`src/sv/lgf_pkg.sv`:
```
// Shared types and constants for the latency-gated FIFO.
// No dependencies; used by lgf_ctrl, lgf_out and latency_gated_fifo_core.
`default_nettype none

package lgf_pkg;

    localparam int OP_W  = 2;
    localparam int CFG_W = 5;
    localparam int OCC_W = 5;

    typedef enum logic [OP_W-1:0] {
        OP_TICK  = 2'd0,
        OP_PUSH  = 2'd1,
        OP_POP   = 2'd2,
        OP_CLEAR = 2'd3
    } op_e_t;

    typedef enum logic [3:0] {
        S_IDLE = 4'b0001,
        S_POP  = 4'b0010,
        S_TICK = 4'b0100,
        S_HOLD = 4'b1000
    } state_t;

    // Status part of one result; the popped word travels beside it.
    typedef struct packed {
        logic             pop_valid;
        logic             push_dropped;
        logic [OCC_W-1:0] occupancy;
        logic             is_empty;
        logic             is_full;
    } res_t;

endpackage

`default_nettype wire

```
`src/sv/lgf_mem.sv`:
```
// Entry storage: data word memory and remaining-wait memory, one shared write
// address, one registered read port. Standalone, no package needed.
`default_nettype none

module lgf_mem #(
    parameter int DEPTH         = 16,
    parameter int DATA_WIDTH    = 64,
    parameter int LATENCY_WIDTH = 8
) (
    input  wire logic                       aclk,
    input  wire logic                       data_we,
    input  wire logic                       wait_we,
    input  wire logic [$clog2(DEPTH)-1:0]   wr_addr,
    input  wire logic [DATA_WIDTH-1:0]      wr_data,
    input  wire logic [LATENCY_WIDTH-1:0]   wr_wait,
    input  wire logic                       rd_en,
    input  wire logic [$clog2(DEPTH)-1:0]   rd_addr,
    output logic      [DATA_WIDTH-1:0]      rd_data_reg,
    output logic      [LATENCY_WIDTH-1:0]   rd_wait_reg
);

    logic [DATA_WIDTH-1:0]    data_mem [DEPTH];
    logic [LATENCY_WIDTH-1:0] wait_mem [DEPTH];

    always_ff @(posedge aclk) begin
        if (data_we) begin
            data_mem[wr_addr] <= wr_data;
        end
        if (wait_we) begin
            wait_mem[wr_addr] <= wr_wait;
        end
        if (rd_en) begin
            rd_data_reg <= data_mem[rd_addr];
            rd_wait_reg <= wait_mem[rd_addr];
        end
    end

endmodule

`default_nettype wire

```
`src/sv/lgf_ctrl.sv`:
```
// Sequencer for the latency-gated FIFO: pointers, count, tick sweep over the
// wait memory, pop read-check. Depends on lgf_pkg and drives lgf_mem.
`default_nettype none

module lgf_ctrl #(
    parameter int DEPTH         = 16,
    parameter int DATA_WIDTH    = 64,
    parameter int LATENCY_WIDTH = 8
) (
    input  wire logic                          aclk,
    input  wire logic                          aresetn,
    input  wire logic                          item_valid,
    output logic                               item_ready,
    input  wire lgf_pkg::op_e_t                item_op,
    input  wire logic [DATA_WIDTH-1:0]         item_payload,
    input  wire logic [LATENCY_WIDTH-1:0]      item_latency,
    input  wire logic [$clog2(DEPTH+1)-1:0]    limit,
    // memory side
    output logic                               data_we,
    output logic                               wait_we,
    output logic      [$clog2(DEPTH)-1:0]      wr_addr,
    output logic      [DATA_WIDTH-1:0]         wr_data,
    output logic      [LATENCY_WIDTH-1:0]      wr_wait,
    output logic                               rd_en,
    output logic      [$clog2(DEPTH)-1:0]      rd_addr,
    input  wire logic [DATA_WIDTH-1:0]         rd_data,
    input  wire logic [LATENCY_WIDTH-1:0]      rd_wait,
    // result side
    output logic                               res_valid,
    input  wire logic                          res_ready,
    output lgf_pkg::res_t                      res,
    output logic      [DATA_WIDTH-1:0]         res_data
);

    localparam int AW = $clog2(DEPTH);
    localparam int CW = $clog2(DEPTH+1);

    lgf_pkg::state_t state_reg, state_next;
    logic [AW-1:0]   head_reg, head_next;
    logic [AW-1:0]   tail_reg, tail_next;
    logic [CW-1:0]   count_reg, count_next;
    logic [AW-1:0]   slot_reg, slot_next;
    logic [CW-1:0]   left_reg, left_next;
    lgf_pkg::res_t   pend_reg, pend_next;
    logic [DATA_WIDTH-1:0] pend_data_reg, pend_data_next;

    logic                  produce;
    logic                  pop_ok;
    logic                  dropped;
    logic [DATA_WIDTH-1:0] pop_word;
    lgf_pkg::res_t         new_res;

    function automatic logic [AW-1:0] next_slot(input logic [AW-1:0] i);
        next_slot = (i == AW'(DEPTH-1)) ? '0 : i + 1'b1;
    endfunction

    assign item_ready = (state_reg == lgf_pkg::S_IDLE);
    assign wr_data    = item_payload;

    always_comb begin
        state_next     = state_reg;
        head_next      = head_reg;
        tail_next      = tail_reg;
        count_next     = count_reg;
        slot_next      = slot_reg;
        left_next      = left_reg;
        pend_next      = pend_reg;
        pend_data_next = pend_data_reg;
        data_we        = 1'b0;
        wait_we        = 1'b0;
        wr_addr        = tail_reg;
        wr_wait        = item_latency;
        rd_en          = 1'b0;
        rd_addr        = head_reg;
        produce        = 1'b0;
        pop_ok         = 1'b0;
        dropped        = 1'b0;
        pop_word       = '0;

        case (state_reg)
            lgf_pkg::S_IDLE: begin
                if (item_valid) begin
                    case (item_op)
                        lgf_pkg::OP_PUSH: begin
                            produce = 1'b1;
                            if (count_reg >= limit) begin
                                dropped = 1'b1;
                            end else begin
                                data_we    = 1'b1;
                                wait_we    = 1'b1;
                                tail_next  = next_slot(tail_reg);
                                count_next = count_reg + 1'b1;
                            end
                        end
                        lgf_pkg::OP_POP: begin
                            if (count_reg == '0) begin
                                produce = 1'b1;
                            end else begin
                                rd_en      = 1'b1;
                                state_next = lgf_pkg::S_POP;
                            end
                        end
                        lgf_pkg::OP_TICK: begin
                            if (count_reg == '0) begin
                                produce = 1'b1;
                            end else begin
                                rd_en      = 1'b1;
                                slot_next  = head_reg;
                                left_next  = count_reg;
                                state_next = lgf_pkg::S_TICK;
                            end
                        end
                        lgf_pkg::OP_CLEAR: begin
                            produce    = 1'b1;
                            head_next  = '0;
                            tail_next  = '0;
                            count_next = '0;
                        end
                        default: begin
                            produce = 1'b1;
                        end
                    endcase
                end
            end
            lgf_pkg::S_POP: begin
                produce = 1'b1;
                if (rd_wait == '0) begin
                    pop_ok     = 1'b1;
                    pop_word   = rd_data;
                    head_next  = next_slot(head_reg);
                    count_next = count_reg - 1'b1;
                end
            end
            lgf_pkg::S_TICK: begin
                // write back the slot read last cycle, fetch the next one
                wait_we = 1'b1;
                wr_addr = slot_reg;
                wr_wait = (rd_wait != '0) ? rd_wait - 1'b1 : rd_wait;
                if (left_reg > CW'(1)) begin
                    rd_en     = 1'b1;
                    rd_addr   = next_slot(slot_reg);
                    slot_next = next_slot(slot_reg);
                    left_next = left_reg - 1'b1;
                end else begin
                    produce = 1'b1;
                end
            end
            lgf_pkg::S_HOLD: begin
                if (res_ready) begin
                    state_next = lgf_pkg::S_IDLE;
                end
            end
            default: begin
                state_next = lgf_pkg::S_IDLE;
            end
        endcase

        new_res.pop_valid    = pop_ok;
        new_res.push_dropped = dropped;
        new_res.occupancy    = lgf_pkg::OCC_W'(count_next);
        new_res.is_empty     = (count_next == '0);
        new_res.is_full      = (count_next >= limit);

        if (produce) begin
            if (res_ready) begin
                state_next = lgf_pkg::S_IDLE;
            end else begin
                pend_next      = new_res;
                pend_data_next = pop_word;
                state_next     = lgf_pkg::S_HOLD;
            end
        end
    end

    always_comb begin
        if (state_reg == lgf_pkg::S_HOLD) begin
            res_valid = 1'b1;
            res       = pend_reg;
            res_data  = pend_data_reg;
        end else begin
            res_valid = produce;
            res       = new_res;
            res_data  = pop_word;
        end
    end

    always_ff @(posedge aclk) begin
        if (!aresetn) begin
            state_reg <= lgf_pkg::S_IDLE;
            head_reg  <= '0;
            tail_reg  <= '0;
            count_reg <= '0;
        end else begin
            state_reg <= state_next;
            head_reg  <= head_next;
            tail_reg  <= tail_next;
            count_reg <= count_next;
        end
    end

    always_ff @(posedge aclk) begin
        slot_reg      <= slot_next;
        left_reg      <= left_next;
        pend_reg      <= pend_next;
        pend_data_reg <= pend_data_next;
    end

`ifndef ASSERT_OFF
    a_count_bound: assert property (@(posedge aclk) disable iff (!aresetn)
        count_reg <= CW'(DEPTH))
        else $error("entry count above depth");

    a_ptr_consistent: assert property (@(posedge aclk) disable iff (!aresetn)
        ((((CW+1)'(head_reg) + (CW+1)'(count_reg)) >= (CW+1)'(DEPTH)) ?
          (((CW+1)'(head_reg) + (CW+1)'(count_reg)) - (CW+1)'(DEPTH)) :
          ((CW+1)'(head_reg) + (CW+1)'(count_reg))) == (CW+1)'(tail_reg))
        else $error("head, count and tail disagree");

    a_push_room: assert property (@(posedge aclk) disable iff (!aresetn)
        data_we |-> (count_reg < limit))
        else $error("push written with queue full");

    a_pop_count: assert property (@(posedge aclk) disable iff (!aresetn)
        (state_reg == lgf_pkg::S_POP && rd_wait == '0)
        |=> (count_reg == $past(count_reg) - 1'b1))
        else $error("successful pop did not lower the count");

    a_sweep_live: assert property (@(posedge aclk) disable iff (!aresetn)
        (state_reg == lgf_pkg::S_TICK) |-> (left_reg != '0 && wait_we))
        else $error("tick sweep running with nothing left");
`endif

endmodule

`default_nettype wire

```
`src/sv/lgf_out.sv`:
```
// Output register for results: decouples the sequencer from master-side stalls.
// Depends on lgf_pkg (res_t).
`default_nettype none

module lgf_out #(
    parameter int DATA_WIDTH = 64
) (
    input  wire logic                   aclk,
    input  wire logic                   aresetn,
    input  wire logic                   res_valid,
    output logic                        res_ready,
    input  wire lgf_pkg::res_t          res,
    input  wire logic [DATA_WIDTH-1:0]  res_data,
    output logic                        m_valid,
    input  wire logic                   m_ready,
    output lgf_pkg::res_t               m_res,
    output logic      [DATA_WIDTH-1:0]  m_data
);

    logic valid_reg, valid_next;

    assign res_ready  = !valid_reg || m_ready;
    assign valid_next = res_ready ? res_valid : valid_reg;
    assign m_valid    = valid_reg;

    always_ff @(posedge aclk) begin
        if (!aresetn) begin
            valid_reg <= 1'b0;
        end else begin
            valid_reg <= valid_next;
        end
    end

    // load a new item whenever the register is free or being drained
    always_ff @(posedge aclk) begin
        if (res_ready && res_valid) begin
            m_res  <= res;
            m_data <= res_data;
        end
    end

endmodule

`default_nettype wire

```
`src/sv/latency_gated_fifo_core.sv`:
```
// Top level of the latency-gated FIFO: capacity register, stream packing, and
// the lgf_ctrl / lgf_mem / lgf_out instances. Depends on lgf_pkg.
//
//  channel | dir | handshake          | contents
//  --------+-----+--------------------+---------------------------------------------
//  s_      | in  | s_tvalid/s_tready  | tuser: operation; tdata: payload, latency
//  m_      | out | m_tvalid/m_tready  | tdata: pop_data, pop_valid, push_dropped,
//          |     |                    |        occupancy, is_empty, is_full
//  cfg_    | in  | cfg_wr_en          | cfg_wr_data: capacity_limit
//
// Push, clear, and pop or tick on an empty queue are answered from the idle state;
// a pop first does a registered read of the head entry; a tick sweeps the wait
// memory over the occupied entries, one read-modify-write a cycle.
// Reset (aresetn low, synchronous) empties the queue and sets capacity_limit to 16;
// entry memories are not cleared. One result waits in the output register while
// the next item is taken; a further result holds s_tready low until m_tready.
`default_nettype none

module latency_gated_fifo_core #(
    parameter int DEPTH         = 16,
    parameter int DATA_WIDTH    = 64,
    parameter int LATENCY_WIDTH = 8
) (
    input  wire logic aclk,
    input  wire logic aresetn,
    // input items
    input  wire logic                                              s_tvalid,
    output logic                                                   s_tready,
    // s_tdata, from bit 0: payload, latency, zero fill
    input  wire logic [((DATA_WIDTH+LATENCY_WIDTH+7)/8)*8-1:0]     s_tdata,
    // s_tuser, from bit 0: operation
    input  wire logic [lgf_pkg::OP_W-1:0]                          s_tuser,
    // results
    output logic                                                   m_tvalid,
    input  wire logic                                              m_tready,
    // m_tdata, from bit 0: pop_data, pop_valid, push_dropped, occupancy,
    // is_empty, is_full, zero fill
    output logic      [((DATA_WIDTH+9+7)/8)*8-1:0]                 m_tdata,
    // configuration
    input  wire logic                                              cfg_wr_en,
    input  wire logic [lgf_pkg::CFG_W-1:0]                         cfg_wr_data
);

    localparam int AW        = $clog2(DEPTH);
    localparam int CW        = $clog2(DEPTH+1);
    localparam int CMPW      = (CW > lgf_pkg::CFG_W) ? CW : lgf_pkg::CFG_W;
    localparam int M_TDATA_W = ((DATA_WIDTH+9+7)/8)*8;

    logic [lgf_pkg::CFG_W-1:0] cap_reg;
    logic [CMPW-1:0]           cap_ext;
    logic [CW-1:0]             limit;

    always_ff @(posedge aclk) begin
        if (!aresetn) begin
            cap_reg <= lgf_pkg::CFG_W'(16);
        end else if (cfg_wr_en) begin
            cap_reg <= cfg_wr_data;
        end
    end

    // zero acts as one, anything above the depth acts as the depth
    assign cap_ext = CMPW'(cap_reg);
    always_comb begin
        if (cap_reg == '0) begin
            limit = CW'(1);
        end else if (cap_ext > CMPW'(DEPTH)) begin
            limit = CW'(DEPTH);
        end else begin
            limit = CW'(cap_ext);
        end
    end

    logic                     data_we, wait_we, rd_en;
    logic [AW-1:0]            wr_addr, rd_addr;
    logic [DATA_WIDTH-1:0]    wr_data, rd_data;
    logic [LATENCY_WIDTH-1:0] wr_wait, rd_wait;
    logic                     res_valid, res_ready;
    lgf_pkg::res_t            res, m_res;
    logic [DATA_WIDTH-1:0]    res_data, m_data;

    lgf_ctrl #(
        .DEPTH         (DEPTH),
        .DATA_WIDTH    (DATA_WIDTH),
        .LATENCY_WIDTH (LATENCY_WIDTH)
    ) u_ctrl (
        .aclk         (aclk),
        .aresetn      (aresetn),
        .item_valid   (s_tvalid),
        .item_ready   (s_tready),
        .item_op      (lgf_pkg::op_e_t'(s_tuser)),
        .item_payload (s_tdata[DATA_WIDTH-1:0]),
        .item_latency (s_tdata[DATA_WIDTH+LATENCY_WIDTH-1:DATA_WIDTH]),
        .limit        (limit),
        .data_we      (data_we),
        .wait_we      (wait_we),
        .wr_addr      (wr_addr),
        .wr_data      (wr_data),
        .wr_wait      (wr_wait),
        .rd_en        (rd_en),
        .rd_addr      (rd_addr),
        .rd_data      (rd_data),
        .rd_wait      (rd_wait),
        .res_valid    (res_valid),
        .res_ready    (res_ready),
        .res          (res),
        .res_data     (res_data)
    );

    lgf_mem #(
        .DEPTH         (DEPTH),
        .DATA_WIDTH    (DATA_WIDTH),
        .LATENCY_WIDTH (LATENCY_WIDTH)
    ) u_mem (
        .aclk        (aclk),
        .data_we     (data_we),
        .wait_we     (wait_we),
        .wr_addr     (wr_addr),
        .wr_data     (wr_data),
        .wr_wait     (wr_wait),
        .rd_en       (rd_en),
        .rd_addr     (rd_addr),
        .rd_data_reg (rd_data),
        .rd_wait_reg (rd_wait)
    );

    lgf_out #(
        .DATA_WIDTH (DATA_WIDTH)
    ) u_out (
        .aclk      (aclk),
        .aresetn   (aresetn),
        .res_valid (res_valid),
        .res_ready (res_ready),
        .res       (res),
        .res_data  (res_data),
        .m_valid   (m_tvalid),
        .m_ready   (m_tready),
        .m_res     (m_res),
        .m_data    (m_data)
    );

    assign m_tdata = M_TDATA_W'({m_res.is_full, m_res.is_empty, m_res.occupancy,
                                 m_res.push_dropped, m_res.pop_valid, m_data});

endmodule

`default_nettype wire

```
`config.mk`:
```
export PLATFORM = sky130hd
export DESIGN_NAME = latency_gated_fifo_core
export DESIGN_NICKNAME = d
export VERILOG_FILES = /design/src/sv/lgf_pkg.sv /design/src/sv/lgf_mem.sv /design/src/sv/lgf_ctrl.sv /design/src/sv/lgf_out.sv /design/src/sv/latency_gated_fifo_core.sv
export SDC_FILE = /design/constraint.sdc
export NUM_CORES = 2
export LEC_CHECK = 0
export ABC_AREA = 1
export BUFFER_PORTS_ARGS = -buffer_cell sky130_fd_sc_hd__buf_2
export CAP_MARGIN = 20
export CORE_MARGIN = 3
export CORE_UTILIZATION = 55
export CTS_BUF_LIST = sky130_fd_sc_hd__clkbuf_2
export DETAILED_ROUTE_END_ITERATION = 7
export PLACE_DENSITY = 0.82
export SYNTH_ARGS = -nofsm -noshare
export SYNTH_HDL_FRONTEND = slang
export SYNTH_SLANG_ARGS = --single-unit
```
`constraint.sdc`:
```
create_clock -name aclk -period 7.39 [get_ports aclk]
set_input_delay 0.3695 -clock aclk [delete_from_list [all_inputs] [get_ports aclk]]
set_output_delay 0.3695 -clock aclk [all_outputs]
set_load 0.01 [all_outputs]
```
==> metrics <==
post-layout util 62.17%; worst hold-check path type in -> reg; Nets 5750; residual DRC count 2; Area after DPL 0.06004 mm^2; post-DR wirelength/cell 19.50 um; Post-Syn Instances 5172; # IOs 166; hpwl dp 75160 um; R2R Path Start cap_ext[0]$_SDFFE_PN0P_; number of synthesized flops with an enable pin 1379; Resize count post-CTS 0; post-synth top area cell edfxtp_1; top cells by area, synth edfxtp_1 (71%), nand2_1 (11%), nand3_1 (4.6%), inv_1 (3.6%), o21ai_0 (1.5%); worst-path fanout max 42; Post-Route WL 141800 um; Via density 5.544; P per Cell Area 234.9 mW/mm^2; biggest regs u_mem.data_mem: 1024 flops, u_mem.wait_mem: 128 flops; # Post-CTS Setup Buffers 0; Lkg Pwr 26.28 nW; M1 wire length 53410 um; flops & latches, synth 1402; GPL Wtd Cong 0.9023; commonest register cell after synthesis edfxtp_1; unrepaired setup endpoints after global routing no; Vias 40.31k; fillers 7560; top layer used by detailed routing met5; top-area cell type share of the netlist area 70.94%; total track usage 25.28%; Worst EP required 8.44 ns; worst hold start s_tdata[67]; fmax 214.0 MHz; initial antenna violation count 10; sequential area share after synthesis 71.73%; Layout area overhead 11.18%; YS warnings 0; TritonRoute pass-1 iters 8; dpl ws 2.866 ns; post-layout min period 4.673 ns; status complete, but fails checks; die area 0.1101 mm^2; grt ovf 0; vias in the first global route 39.81k; Die Height 331.8 um; clock skew 0.1816 ns; Max Slew Vio Count 0; Num CTS Buffers 343; CP Capture Point u_mem.data_mem[12][19]$_DFFE_PP_; MaxCap Viol Count 0; Root Driver clkbuf_2; fin crit share 63.23%; worst reg2reg endpoint u_mem.data_mem[12][19]$_DFFE_PP_; Netlist cell types 40; R2R Setup Slk 2.72 ns; post-route cell area 0.06490 mm^2; failing checks DRC; max FFs per register 1024; startpoint type of the worst setup path register; Max VDD drop 0.0001518 V; CTS max path bufs 4; htree depth 5; Worst Path Arrival 5.72 ns; Final setup violation count 0; Least-Margin Pin Slew 1.159 ns; ANT nets after route 0; Final Hold Viols 0; first-pass GRT wire length 217600 um; met2 wire len 68140 um; CP Class reg -> reg; detailed-routed wire length on met3 16180 um; Setup WS post-layout 2.717 ns; clock slew seen by the registers of the worst setup and hold paths 0.09 ns; CTS tree yes; CORE AREA 0.1044 mm^2; I/O Buffers 158; Biggest register u_mem.data_mem; CP Capture Type register; Async S/R FF share, synth 0%; die extent in x 331.8 um; cts hold-fix bufs 178; worst reg2reg path depth 12; layout cell share with drive strength beyond 1 13.05%; Rel. slew slack 22.71%; CP Launch Point cap_ext[0]$_SDFFE_PN0P_; CTS sink count 1402; Initial Util 55.92%; Row Count 118; largest net degree at the start of global routing 244; clk_lat worst skew 1.59 ns; Post-Syn Area 0.05837 mm^2; Final TNS setup 0 ns; Avg Synthesized Cell Area 11.29 um^2; Iter 0 DRT Violations 4854
==> metrics by stage <==
step	power, mW	cells	hold slack, ns
after detailed placement	10.37	6498	0.5057
final	15.24	7271	0.2065
after floorplan	9.940	5178	0.4640
after global routing	15.89	7267	0.1566
after global placement	10.33	6493	0.4878
after CTS	15.28	7258	0.006695
==> report_power, final <==
group / switching [mW] / leakage (nW) / internal [mW] / total, mW
Clock: 2.97 / 2.27 / 1.97 / 4.93
Sequential: 0.0878 / 12.6 / 8.98 / 9.06
Combinational: 0.868 / 11.4 / 0.377 / 1.24
==> cell type report <==
| class | count | area, um^2 | area share, % |
|---|---|---|---|
| Sequential cell | 1402 | 41870 | 64.52 |
| Multi-Input combinational cell | 2941 | 12950 | 19.95 |
| Timing Repair Buffer | 396 | 3223 | 4.966 |
| Clock buffer | 488 | 2442 | 3.763 |
| Inverter | 563 | 2131 | 3.283 |
| Tap cell | 1380 | 1727 | 2.661 |
| Clock inverter | 94 | 539.3 | 0.8309 |
| Antenna cell | 7 | 17.52 | 0.02699 |
==> routing by layer <==
metal | global-route usage, % | vias to the layer above
met1 | 33.32 | 19010
met4 | 10.35 | 2
met3 | 5.432 | 342
met2 | 41.13 | 2453
li1 | - | 18510
met5 | 0 | -
==> synthesized netlist by cell type, types with 3 or more instances <==
library cell and n:
xor2_1 6, nand4_1 4, inv_2 4, nor3_1 7
nand2_1 1771, inv_1 557, o21ai_0 171, xnor2_1 4
o21ai_1 148, a21oi_1 17, ha_1 19, buf_6 44
nand3_1 536, buf_4 44, buf_1 16, nor2_1 151
a211oi_1 3, buf_2 108, clkbuf_1 60, o211ai_1 73
a31oi_1 4, edfxtp_1 1379, dfxtp_1 23
==> worst min path at each step <==
stage / cells past startpoint / slack (ns) / endpoint
6_report: 4 / 0.21 / u_mem.wait_mem[3][3]$_DFFE_PP_
5_1_grt: 4 / 0.16 / u_mem.wait_mem[3][3]$_DFFE_PP_
4_1_cts: 7 / 0.007 / u_ctrl.pend_reg[5]$_DFFE_PP_
2_1_floorplan: 1 / 0.46 / u_ctrl.tail_reg[2]$_SDFFE_PN0P_
3_5_place_dp: 2 / 0.51 / u_ctrl.tail_reg[1]$_SDFFE_PN0P_
3_3_place_gp: 2 / 0.49 / u_ctrl.tail_reg[1]$_SDFFE_PN0P_
==> cell families (layout without fill, tap and decap cells) <==
family,count (synthesis),after routing,share of synthesized area (%)
DFF,1402,1402,71.73
buffers and inverters,835,1541,6.458
adders and majority gates,19,19,0.4073
and+or+nand+nor,2485,2485,17.29
xor gates and xnor gates,10,10,0.1500
AOI/OAI and AO/OA,420,420,3.957
other,1,14,0.006424
==> critical path, cell delays in order, from the launching register on <==
cell and delay (ns):
dfxtp_1 0.34, or4_1 0.56, o21ai_0 0.30, ha_1 0.30, inv_1 0.07, nand2_1 0.07
nand2_1 0.06, nor2_1 0.04, nor2_1 0.44, nand2_1 0.13, buf_4 0.30, nor2_4 0.79
buf_4 0.77
==> layout by cell type (no fill, tap or decap), types with 72 or more instances in the layout <==
cell,synthesis,routed
o21ai_1,148,148
nor2_1,151,135
dlygate4sd3_1,0,179
o211ai_1,73,73
nand3_1,536,536
buf_2,108,158
clkinv_1,0,72
clkbuf_2,0,488
o21ai_0,171,168
edfxtp_1,1379,1379
nand2_1,1771,1770
inv_1,557,556
No activity file was read; power rests on OpenSTA's default activity.
